File: src/hdl/sha1md_pkg.sv
// Shared types, constants and helper functions of the SHA-1 digest engine.
`default_nettype none
package sha1md_pkg;

	localparam int QUEUE_DEPTH = 4;
	localparam int ROUNDS      = 80;
	localparam int BLOCK_WORDS = 16;
	localparam int CHAIN_WORDS = 5;

	localparam logic [7:0] PAD_MARK = 8'h80;

	localparam logic [31:0] K_CH  = 32'h5A827999;
	localparam logic [31:0] K_PA1 = 32'h6ED9EBA1;
	localparam logic [31:0] K_MAJ = 32'h8F1BBCDC;
	localparam logic [31:0] K_PA2 = 32'hCA62C1D6;

	localparam logic [31:0] IV [CHAIN_WORDS] = '{
		32'h67452301, 32'hEFCDAB89, 32'h98BADCFE, 32'h10325476, 32'hC3D2E1F0
	};

	typedef enum logic [2:0] {
		ST_IDLE,
		ST_ROUND,
		ST_ADD,
		ST_PAD1,
		ST_PAD2,
		ST_EMIT
	} state_t;

	typedef struct packed {
		logic [7:0] data;
		logic       has_byte;
		logic       is_end;
	} cmd_t;

	function automatic logic [31:0] rotl1(input logic [31:0] x);
		return {x[30:0], x[31]};
	endfunction

	function automatic logic [31:0] rotl5(input logic [31:0] x);
		return {x[26:0], x[31:27]};
	endfunction

	function automatic logic [31:0] rotl30(input logic [31:0] x);
		return {x[1:0], x[31:2]};
	endfunction

endpackage
`default_nettype wire

File: src/hdl/sha1_message_digest.sv
// Top level of the streaming SHA-1 engine: command queue in front, compression core behind.
// The core takes each byte or end mark while it is idle; every full 64-byte block adds a
// compression of 80 rounds and one chaining add, during which the core takes no commands.
// An end mark adds a padding step and one compression, two when the length needs an
// extra block; the digest words are then offered one by one on the result side.
// Reset is asynchronous: initial chaining words, zero byte count, command queue and output register empty.
`default_nettype none
module sha1_message_digest #(
	parameter int QUEUE_DEPTH = sha1md_pkg::QUEUE_DEPTH
) (
	input  wire logic        clk,
	input  wire logic        arst_n,
	input  wire logic [7:0]  data_byte,
	input  wire logic        byte_present,
	input  wire logic        end_of_message,
	input  wire logic        push,
	output logic             full,
	output logic [31:0]      digest_word,
	output logic [2:0]       word_index,
	output logic             last_word,
	output logic             empty,
	input  wire logic        pop
);
	import sha1md_pkg::*;

	// Commands flow from the front queue to the core; the core pops one whenever it is
	// idle, so the front keeps taking words until it is full while a block is compressed.
	cmd_t cmd;
	logic cmd_valid;
	logic cmd_pop;

	sha1md_front #(
		.DEPTH(QUEUE_DEPTH)
	) u_front (
		.clk            (clk),
		.arst_n         (arst_n),
		.data_byte      (data_byte),
		.byte_present   (byte_present),
		.end_of_message (end_of_message),
		.push           (push),
		.full           (full),
		.cmd            (cmd),
		.cmd_valid      (cmd_valid),
		.cmd_pop        (cmd_pop)
	);

	// The core holds the digest word in an output register, so the result side
	// stalls on its own while the front keeps filling.
	sha1md_core u_core (
		.clk         (clk),
		.arst_n      (arst_n),
		.cmd         (cmd),
		.cmd_valid   (cmd_valid),
		.cmd_pop     (cmd_pop),
		.empty       (empty),
		.pop         (pop),
		.digest_word (digest_word),
		.word_index  (word_index),
		.last_word   (last_word)
	);

endmodule
`default_nettype wire

File: src/hdl/sha1md_front.sv
// Input side: accepts words, drops empty ones and queues commands for the core.
`default_nettype none
module sha1md_front #(
	parameter int DEPTH = 4
) (
	input  wire logic              clk,
	input  wire logic              arst_n,
	input  wire logic [7:0]        data_byte,
	input  wire logic              byte_present,
	input  wire logic              end_of_message,
	input  wire logic              push,
	output logic                   full,
	output sha1md_pkg::cmd_t       cmd,
	output logic                   cmd_valid,
	input  wire logic              cmd_pop
);
	import sha1md_pkg::*;

	localparam int PTR_W = (DEPTH > 1) ? $clog2(DEPTH) : 1;
	localparam int CNT_W = $clog2(DEPTH + 1);

	cmd_t             queue_q [DEPTH];
	logic [PTR_W-1:0] wr_ptr_q;
	logic [PTR_W-1:0] rd_ptr_q;
	logic [CNT_W-1:0] count_q;
	logic             enq;
	logic             deq;

	assign full      = (count_q == CNT_W'(DEPTH));
	assign cmd_valid = (count_q != '0);
	assign cmd       = queue_q[rd_ptr_q];

	// A word with neither a byte nor an end mark changes nothing and is not queued.
	assign enq = push && !full && (byte_present || end_of_message);
	assign deq = cmd_pop && cmd_valid;

	always_ff @(posedge clk) begin
		if (enq) begin
			queue_q[wr_ptr_q] <= '{data: data_byte, has_byte: byte_present,
				is_end: end_of_message};
		end
	end

	always_ff @(posedge clk or negedge arst_n) begin
		if (!arst_n) begin
			wr_ptr_q <= '0;
			rd_ptr_q <= '0;
			count_q  <= '0;
		end else begin
			if (enq) begin
				wr_ptr_q <= (wr_ptr_q == PTR_W'(DEPTH - 1)) ? '0 : wr_ptr_q + 1'b1;
			end
			if (deq) begin
				rd_ptr_q <= (rd_ptr_q == PTR_W'(DEPTH - 1)) ? '0 : rd_ptr_q + 1'b1;
			end
			if (enq && !deq) begin
				count_q <= count_q + 1'b1;
			end else if (deq && !enq) begin
				count_q <= count_q - 1'b1;
			end
		end
	end

endmodule
`default_nettype wire

File: src/hdl/sha1md_core.sv
// Back side: byte packing, padding, 80-round compression and digest output.
`default_nettype none
module sha1md_core (
	input  wire logic              clk,
	input  wire logic              arst_n,
	input  wire sha1md_pkg::cmd_t  cmd,
	input  wire logic              cmd_valid,
	output logic                   cmd_pop,
	output logic                   empty,
	input  wire logic              pop,
	output logic [31:0]            digest_word,
	output logic [2:0]             word_index,
	output logic                   last_word
);
	import sha1md_pkg::*;

	state_t      state_q, state_d;
	state_t      after_q, after_d;
	logic        start;
	logic        load_out;

	logic [31:0] chain_q [CHAIN_WORDS];
	logic [31:0] work_q  [CHAIN_WORDS];
	logic [31:0] win_q   [BLOCK_WORDS];
	logic [63:0] count_q;
	logic [6:0]  rnd_q;
	logic [2:0]  emit_q;

	logic        out_valid_q;
	logic [31:0] out_word_q;
	logic [2:0]  out_idx_q;

	logic [5:0]  pos;
	logic [3:0]  widx;
	logic [1:0]  lane;
	logic [63:0] bit_len;
	logic [31:0] w, f, k, sum, w_next;

	assign pos     = count_q[5:0];
	assign widx    = pos[5:2];
	assign lane    = pos[1:0];
	assign bit_len = {count_q[60:0], 3'b000};

	// Round logic. During the rounds the window holds the current and next fifteen schedule words.
	always_comb begin
		w      = win_q[0];
		w_next = rotl1(win_q[13] ^ win_q[8] ^ win_q[2] ^ win_q[0]);
		if (rnd_q < 7'd20) begin
			f = (work_q[1] & work_q[2]) | (~work_q[1] & work_q[3]);
			k = K_CH;
		end else if (rnd_q < 7'd40) begin
			f = work_q[1] ^ work_q[2] ^ work_q[3];
			k = K_PA1;
		end else if (rnd_q < 7'd60) begin
			f = (work_q[1] & work_q[2]) | (work_q[1] & work_q[3]) | (work_q[2] & work_q[3]);
			k = K_MAJ;
		end else begin
			f = work_q[1] ^ work_q[2] ^ work_q[3];
			k = K_PA2;
		end
		sum = rotl5(work_q[0]) + f + work_q[4] + w + k;
	end

	always_comb begin
		state_d  = state_q;
		after_d  = after_q;
		start    = 1'b0;
		cmd_pop  = 1'b0;
		load_out = 1'b0;
		unique case (state_q)
			ST_IDLE: begin
				if (cmd_valid) begin
					cmd_pop = 1'b1;
					if (cmd.has_byte && pos == 6'd63) begin
						start   = 1'b1;
						state_d = ST_ROUND;
						after_d = cmd.is_end ? ST_PAD1 : ST_IDLE;
					end else if (cmd.is_end) begin
						state_d = ST_PAD1;
					end
				end
			end
			ST_PAD1: begin
				start   = 1'b1;
				state_d = ST_ROUND;
				after_d = (pos >= 6'd56) ? ST_PAD2 : ST_EMIT;
			end
			ST_PAD2: begin
				start   = 1'b1;
				state_d = ST_ROUND;
				after_d = ST_EMIT;
			end
			ST_ROUND: begin
				if (rnd_q == 7'(ROUNDS - 1)) begin
					state_d = ST_ADD;
				end
			end
			ST_ADD: begin
				state_d = after_q;
			end
			ST_EMIT: begin
				load_out = !out_valid_q || pop;
				if (load_out && emit_q == 3'(CHAIN_WORDS - 1)) begin
					state_d = ST_IDLE;
				end
			end
			default: begin
				state_d = ST_IDLE;
			end
		endcase
	end

	always_ff @(posedge clk or negedge arst_n) begin
		if (!arst_n) begin
			state_q <= ST_IDLE;
			after_q <= ST_IDLE;
		end else begin
			state_q <= state_d;
			after_q <= after_d;
		end
	end

	// Block window: byte packing, padding and the rolling message schedule.
	always_ff @(posedge clk) begin
		if (state_q == ST_ROUND) begin
			for (int i = 0; i < BLOCK_WORDS - 1; i++) begin
				win_q[i] <= win_q[i + 1];
			end
			win_q[BLOCK_WORDS - 1] <= w_next;
		end else if (state_q == ST_IDLE && cmd_pop && cmd.has_byte) begin
			if (lane == 2'd0) begin
				win_q[widx] <= {cmd.data, 24'h0};
			end else begin
				win_q[widx][{~lane, 3'b000} +: 8] <= cmd.data;
			end
		end else if (state_q == ST_PAD1) begin
			for (int i = 0; i < BLOCK_WORDS; i++) begin
				if (4'(i) > widx) begin
					win_q[i] <= '0;
				end
			end
			if (lane == 2'd0) begin
				win_q[widx] <= {PAD_MARK, 24'h0};
			end else begin
				win_q[widx][{~lane, 3'b000} +: 8] <= PAD_MARK;
			end
			// The length fits in this block when the mark lands before byte 56.
			if (pos < 6'd56) begin
				win_q[14] <= bit_len[63:32];
				win_q[15] <= bit_len[31:0];
			end
		end else if (state_q == ST_PAD2) begin
			for (int i = 0; i < BLOCK_WORDS - 2; i++) begin
				win_q[i] <= '0;
			end
			win_q[14] <= bit_len[63:32];
			win_q[15] <= bit_len[31:0];
		end
	end

	always_ff @(posedge clk or negedge arst_n) begin
		if (!arst_n) begin
			for (int i = 0; i < CHAIN_WORDS; i++) begin
				chain_q[i] <= IV[i];
				work_q[i]  <= '0;
			end
			count_q     <= '0;
			rnd_q       <= '0;
			emit_q      <= '0;
			out_valid_q <= 1'b0;
		end else begin
			if (state_q == ST_IDLE && cmd_pop && cmd.has_byte) begin
				count_q <= count_q + 64'd1;
			end
			if (start) begin
				for (int i = 0; i < CHAIN_WORDS; i++) begin
					work_q[i] <= chain_q[i];
				end
				rnd_q <= '0;
			end else if (state_q == ST_ROUND) begin
				work_q[0] <= sum;
				work_q[1] <= work_q[0];
				work_q[2] <= rotl30(work_q[1]);
				work_q[3] <= work_q[2];
				work_q[4] <= work_q[3];
				rnd_q     <= rnd_q + 7'd1;
			end
			if (state_q == ST_ADD) begin
				for (int i = 0; i < CHAIN_WORDS; i++) begin
					chain_q[i] <= chain_q[i] + work_q[i];
				end
				emit_q <= '0;
			end
			if (load_out) begin
				out_valid_q <= 1'b1;
				out_word_q  <= chain_q[emit_q];
				out_idx_q   <= emit_q;
				emit_q      <= emit_q + 3'd1;
				// After the last word the next message starts from scratch.
				if (emit_q == 3'(CHAIN_WORDS - 1)) begin
					for (int i = 0; i < CHAIN_WORDS; i++) begin
						chain_q[i] <= IV[i];
					end
					count_q <= '0;
				end
			end else if (pop) begin
				out_valid_q <= 1'b0;
			end
		end
	end

	assign empty       = !out_valid_q;
	assign digest_word = out_word_q;
	assign word_index  = out_idx_q;
	assign last_word   = (out_idx_q == 3'(CHAIN_WORDS - 1));

endmodule
`default_nettype wire
File: config.mk
export PLATFORM = sky130hd
export DESIGN_NAME = sha1_message_digest
export DESIGN_NICKNAME = d
export VERILOG_FILES = /design/src/hdl/sha1md_pkg.sv /design/src/hdl/sha1_message_digest.sv /design/src/hdl/sha1md_front.sv /design/src/hdl/sha1md_core.sv
export SDC_FILE = /design/constraint.sdc
export NUM_CORES = 2
export LEC_CHECK = 0
export ABC_AREA = 1
export BUFFER_PORTS_ARGS = -buffer_cell sky130_fd_sc_hd__buf_2
export CAP_MARGIN = 20
export CORE_ASPECT_RATIO = 0.75
export CORE_MARGIN = 4
export CORE_UTILIZATION = 30
export DETAILED_ROUTE_END_ITERATION = 10
export HOLD_SLACK_MARGIN = 0.03
export PLACE_DENSITY = 0.54
export SYNTH_ARGS = -nofsm -noshare
export SYNTH_HDL_FRONTEND = slang
export SYNTH_HIERARCHICAL = 1
export SYNTH_SLANG_ARGS = --single-unit
File: constraint.sdc
create_clock -name clk -period 6.9 [get_ports clk]
set_input_delay 1.38 -clock clk [delete_from_list [all_inputs] [get_ports clk]]
set_output_delay 1.38 -clock clk [all_outputs]
set_load 0.01 [all_outputs]
# Word-level counts from Yosys, hierarchy flattened
# Memories as Yosys holds them, arrays and structs flattened.
# Cells that the tools add are included.
# Widths: inputs -> output; s select.
[totals]
memories = 2
ram_bits = 552
reg_bits = 443
[memory_table]
columns = ["name", "words", "width", "read_ports", "rd_clocked_by_memory_dff", "wr", "line_no", "source"]
rows = [
  ["u_core.win_q", 16, 32, 16, 0, 16, "sha1md_core.sv:24", "logic [31:0] win_q [BLOCK_WORDS];"],
  ["u_front.queue_q", 4, 10, 1, 0, 1, "sha1md_front.sv:22", "cmd_t queue_q [DEPTH];"],
]
[op_classes]
muxes = 287
n_shift = 3
eq_ne = 17
reduce_logical = 28
add_sub_neg = 17
bitwise = 145
order_cmp = 22
[ops]
columns = ["operator", "n"]
rows = [
  ["$mux 32", 45],
  ["$mux 160", 5],
  ["$add 32x32->32", 9],
  ["$mux 1", 212],
  ["$mux 64", 3],
  ["$xor 32x32->32", 5],
  ["$or 1x1->1", 130],
  ["$and 32x32->32", 4],
  ["$bmux 32 s3", 1],
  ["$or 32x32->32", 3],
  ["$add 64x1->64 const B", 1],
  ["$mux 3", 11],
  ["$gt 4x4->1 const A", 8],
  ["$not 32->32", 1],
  ["$reduce_or 32->1", 1],
  ["$shift 8x7->32 const A", 1],
  ["$shiftx 8x7->32", 1],
  ["$shiftx 8x7->32 const A", 1],
  ["$mux 31", 1],
  ["$gt 3x4->1 const A", 4],
  ["$eq 3x3->1 const B", 5],
  ["$pmux 3 s5", 1],
  ["$lt 7x6->1 const B", 2],
  ["$mux 7", 2],
  ["other kinds (36)", 62],
]

# Logic depth before layout (Yosys ltp)
[depth]
depth_word = 13
ltp_mapped = 29
depth_no_buf = 27

# Cells and area by module
# The synthesis kept the hierarchy.
[modules_own_cells]
columns = ["mod", "n_inst", "cells_each", "seq_area_each_um2", "area_per_inst_um2"]
rows = [
  ["sha1md_core", 1, 7391, 26485.4, 60008.8],
  ["sha1md_front", 1, 179, 1376.3, 2103.3],
]

# Worst setup path after synthesis
# No wires, ideal clock.
[synth_path]
path_type = "flip-flop to flip-flop"
start = "register u_core.rnd_q[5]"
end = "register u_core/work_q[159] (netlist name)"
slack_ns = 2.105
required_time_ns = 6.782
stages_incl_launch_ff = 25
setup_time_ns = 0.118
n_path_buf = 1
arrival_ns = 4.677
cell_sequence = "dfrtp_1 > nand2_1 > nor2_1 > nor2_1 > inv_1 > nor2_2 > clkbuf_1 > a221oi_1 > fa_1 > inv_1 > fa_1 > inv_1 > fa_1 > inv_1 > ha_1 > nand2_1 > nor2_1 > nor3b_1 > nand2_1 > nand2_1 > nand2_1 > nand2_1 > nand3_1 > nand3_1 > nand2_1"
[synth_between]
elab_chain_cells = 10
[synth_rtl]
columns = ["element", "line_no", "source"]
rows = [
  ["from (decl)", "sha1md_core.sv:26", "logic [6:0] rnd_q;"],
  ["from (signal assigned)", "sha1md_core.sv:186", "rnd_q <= rnd_q + 7'd1;"],
  ["$lt 7x6->1", "sha1md_core.sv:54", "end else if (rnd_q < 7'd60) begin"],
  ["$mux 32", "sha1md_core.sv:54", ""],
  ["$mux 32", "sha1md_core.sv:51", "end else if (rnd_q < 7'd40) begin"],
  ["$mux 32", "sha1md_core.sv:48", "if (rnd_q < 7'd20) begin"],
  ["$add 32x32->32 (3 in series)", "sha1md_core.sv:61", "sum = rotl5(work_q[0]) + f + work_q[4] + w + k;"],
  ["$add 32x32->32 *", "sha1md_core.sv:61", ""],
  ["$mux 160 *", "sha1md_core.sv:180", "end else if (state_q == ST_ROUND) begin"],
  ["$mux 160 *", "sha1md_core.sv:175", "if (start) begin"],
  ["to (signal, indexed assignment)", "sha1md_core.sv:177", "work_q[i] <= chain_q[i];"],
  ["to (decl)", "sha1md_core.sv:23", "logic [31:0] work_q [CHAIN_WORDS];"],
]
# Mark *: on every way between the ends. The rest lies on a longest branch, timed or not. The select of a mux whose other input is x is not followed.
# A chain may end at the register's enable or synchronous reset.

# Final worst setup path
[layout_path]
start = "register u_core.rnd_q[5]"
end = "register u_core/work_q[149] (netlist name)"
# The elaborated chain is that of the path after synthesis.

==> flow_summary.ini <==
[status]
status = complete, no violations

[critical_path]
cpPeakStageDelay_ns = 0.73
cp.required_ns = 7.47
critical_path_class = flop to flop
crit_path_end_kind = flop
rrSetupSlack_ns = 1.01
crit_chain = nand2_1 -> nor2_1 -> nor2_1 -> buf_4 -> inv_1 -> nor2_2 -> inv_1 -> buf_4 -> o22ai_1 -> nor2_1 -> fa_1 -> fa_1 -> inv_1 -> fa_1 -> inv_1 -> ha_1 -> nand2_1 -> inv_1 -> nand2_1 -> nor2_1 -> nand4_1 -> nand3_1 -> xnor2_1 -> o21bai_1
endpoint = u_core/work_q[149]
cp.arrival_ns = 6.45
r2r-start = u_core/rnd_q[5]
crit_path_start_kind = flop
reg2reg_to = u_core/work_q[149]
r2r_cells = 24
path_max_fanout = 13
crit_top_cell = inv_1
cpMaxStageDelayCell = nor2_2
crit_start = u_core/rnd_q[5]

[clocking]
path_clk_slew_ns = 0.07
clock_latency_ns = 0.78
clock_path_buffers = 3
cts_root_buffer = clkbuf_16
ctsHoldBuffers = 0
cts_tree = done
cts_buffers = 100
clock-sinks = 992
cts_max_level = 3
postCtsSetupRepairBufs = 0
cts_resized = 0

[floorplan]
io_pins = 52
die_area_sq_um = 214000
placementRows = 144
die_x_microns = 533
die_y_microns = 402
core_area_sq_um = 206000
initial_utilization = 0.302

[global_routing]
grt_max_degree = 171
antenna_found_initial = 11
grt_usage = 0.233
grt_pass1_wl_mm = 374
grt-ovfl-total = 0
grt_pass1_vias = 52700

[sta]
tns_ns = 0
drv_slew = 0
rsz0062_at_grt = no
period_minus_slack_ns = 5.89
fin_crit_sh = 0.853
worst_slack_ns = 1.01
final-hold-violation-count = 0
tightest_slew_ns = 1.18
relSlewSlack = 0.212
fmax_mhz = 170
fin_skew_ns = 0.0760
setup_viol = 0

[power_and_ir_drop]
comb_power_share = 0.022
p_total_w = 0.0126
ir_drop_v = 0.000210
p_leak_nw = 29.7
power_switching_w = 0.00290
power_density_nw_per_um2 = 183
seqPwrFrac = 0.501
clkPwrFrac = 0.477
cellInternalPower_w = 0.00972
p_sw_frac = 0.230

[route]
via_count = 56800
drc = 0
wl_per_cell_microns = 24.9
wl_mm = 258
via_per_inst = 5.49
drt_iter0_markers = 7372
drtPass1Iterations = 7
final_antenna_net_count = 0

[yosys]
yosys_most_used_dff = edfxtp_1
synth_edf_count = 587
syn_inst = 7570
syn-num-nets = 7916
post-synth-top-area-cell = edfxtp_1
synthDistinctLibCells = 59
synth-seq-cells = 992
yosysWarnings = 6
synth_top_area_share = 0.284
async_flop_share = 0.408
yosysSeqAreaShare = 0.449
synth_area_leaders = edfxtp_1 (28%), dfrtp_1 (13%), nand2_1 (9.1%)
syn-cell-area_sq_um = 62100
avgSynthCellArea_sq_um = 8.21

[cells_and_area]
layoutNonFillerInstCount = 10300
syn2layout_area_growth_pct = 10.7
final_area_sq_um = 68800
final_nets = 7827
layout_common_cells = nand2_1 (1498), inv_1 (923), o21ai_0 (717), nand3_1 (700), nor2_1 (635)
drive_gt1_frac = 0.0592
final_common_cell = nand2_1

[worst_hold_path]
worstHoldPathType = flop to flop

[place]
post-place-ws_ns = 1.25
placed_cells = 10100
routabilityCongestion = 1.00
dp_hpwl_mm = 195
placed_cell_area_sq_um = 65200
port_buffers = 51

[flow_run]
drv_cap = 0
## flip-flops by register name (all words and copies together) (netlist names)
name,flops
u_core/after_q,3
u_core/chain_q,160
u_core/count_q,61
u_core/digest_word,32
u_core/emit_q,3
u_core/out_valid_q,1
u_core/rnd_q,7
u_core/state_q,3
u_core/win_q,512
u_core/word_index,3
u_core/work_q,160
u_front/count_q,3
u_front/queue_q,40
u_front/rd_ptr_q,2
u_front/wr_ptr_q,2
## cells in the mapped netlist (10+ instances only)
| cell | number |
|---|---|
| nand2_2 | 17 |
| or2_2 | 18 |
| nor3_1 | 80 |
| o311ai_0 | 18 |
| xor2_1 | 46 |
| o21ai_0 | 717 |
| buf_2 | 72 |
| nand4_1 | 62 |
| a211oi_1 | 24 |
| o221ai_1 | 42 |
| inv_1 | 925 |
| nor2_1 | 637 |
| buf_1 | 23 |
| xnor2_1 | 112 |
| dfstp_2 | 80 |
| o211ai_1 | 107 |
| a21o_1 | 14 |
| inv_2 | 23 |
| edfxtp_1 | 587 |
| a22oi_1 | 27 |
| o21ai_1 | 118 |
| nor4_1 | 18 |
| a21boi_0 | 11 |
| o21a_1 | 28 |
| a21oi_1 | 473 |
| fa_1 | 126 |
| dfrtp_1 | 325 |
| o22ai_1 | 69 |
| a221oi_1 | 21 |
| o21bai_1 | 41 |
| a31oi_1 | 37 |
| nand2_1 | 1500 |
| nand3b_1 | 10 |
| nand3_1 | 700 |
| ha_1 | 206 |
| clkbuf_1 | 198 |
## how the worst min path moves through the flow
stage,start,cells after the start,slack [ns],endpoint
2_1_floorplan,u_core/after_q[1],2,0.44,u_core/after_q[1]
3_3_place_gp,u_core/after_q[1],2,0.46,u_core/after_q[1]
3_5_place_dp,u_core/after_q[1],2,0.48,u_core/after_q[1]
4_1_cts,u_core/after_q[1],2,0.49,u_core/after_q[1]
5_1_grt,u_core/after_q[1],2,0.51,u_core/after_q[1]
6_report,u_core/after_q[1],2,0.49,u_core/after_q[1]
## final cells by class
type / instances / area (sq um)
diodes: 5 / 12.5
clock buffers: 123 / 2660
clock inverters: 65 / 882
fillers: 21600 / 137000
inverters: 950 / 3580
multi-input cells: 5323 / 29400
flip-flops and latches: 992 / 27900
well taps: 2774 / 3470
repair buffers: 114 / 876
## worst max-delay path: cells and delay by family (launching register included)
| kind | cells | cell delay, ns |
|---|---|---|
| AND/OR/NAND/NOR | 10 | 1.94 |
| adder cells (fa/ha/maj) | 4 | 1.94 |
| buffers and inverters | 7 | 0.90 |
| flip-flops | 1 | 0.43 |
| AO/OA/AOI/OAI | 2 | 0.27 |
| XOR/XNOR | 1 | 0.19 |
## power by group through the flow
stage | clock network (W) | registers [W] | logic [W]
6_report | 0.00601 | 0.00632 | 0.000283
5_1_grt | 0.00636 | 0.00632 | 0.000313
4_1_cts | 0.00612 | 0.00632 | 0.000282
3_5_place_dp | 0 | 0.00644 | 0.000281
3_3_place_gp | 0 | 0.00644 | 0.000276
2_1_floorplan | 0 | 0.00643 | 0.000130
## stage by stage
step,utilization,hold slack (ns)
6_report,0.335,0.492
4_1_cts,0.334,0.494
2_1_floorplan,-,0.442
3_5_place_dp,0.317,0.478
5_1_grt,0.335,0.509
3_3_place_gp,0.317,0.463
## kinds of logic after synthesis
group | after synthesis | share of synthesized area
xor gates and xnor gates | 158 | 0.0223
and+or+nand+nor | 3070 | 0.208
adders and majority gates | 332 | 0.0821
AOI/OAI and AO/OA | 1763 | 0.160
DFF | 992 | 0.449
buffers and inverters | 1255 | 0.0784
## metal layers
metal / track usage / wire length, microns / vias to the layer above
met3: 0.0449 / 25200 / 369
met2: 0.332 / 105000 / 2870
met4: 0.0775 / 9770 / 10
met5: 0 / 59 / -
li1: - / - / 25500
met1: 0.349 / 118000 / 28000
Power figures use the tool's default switching activity.
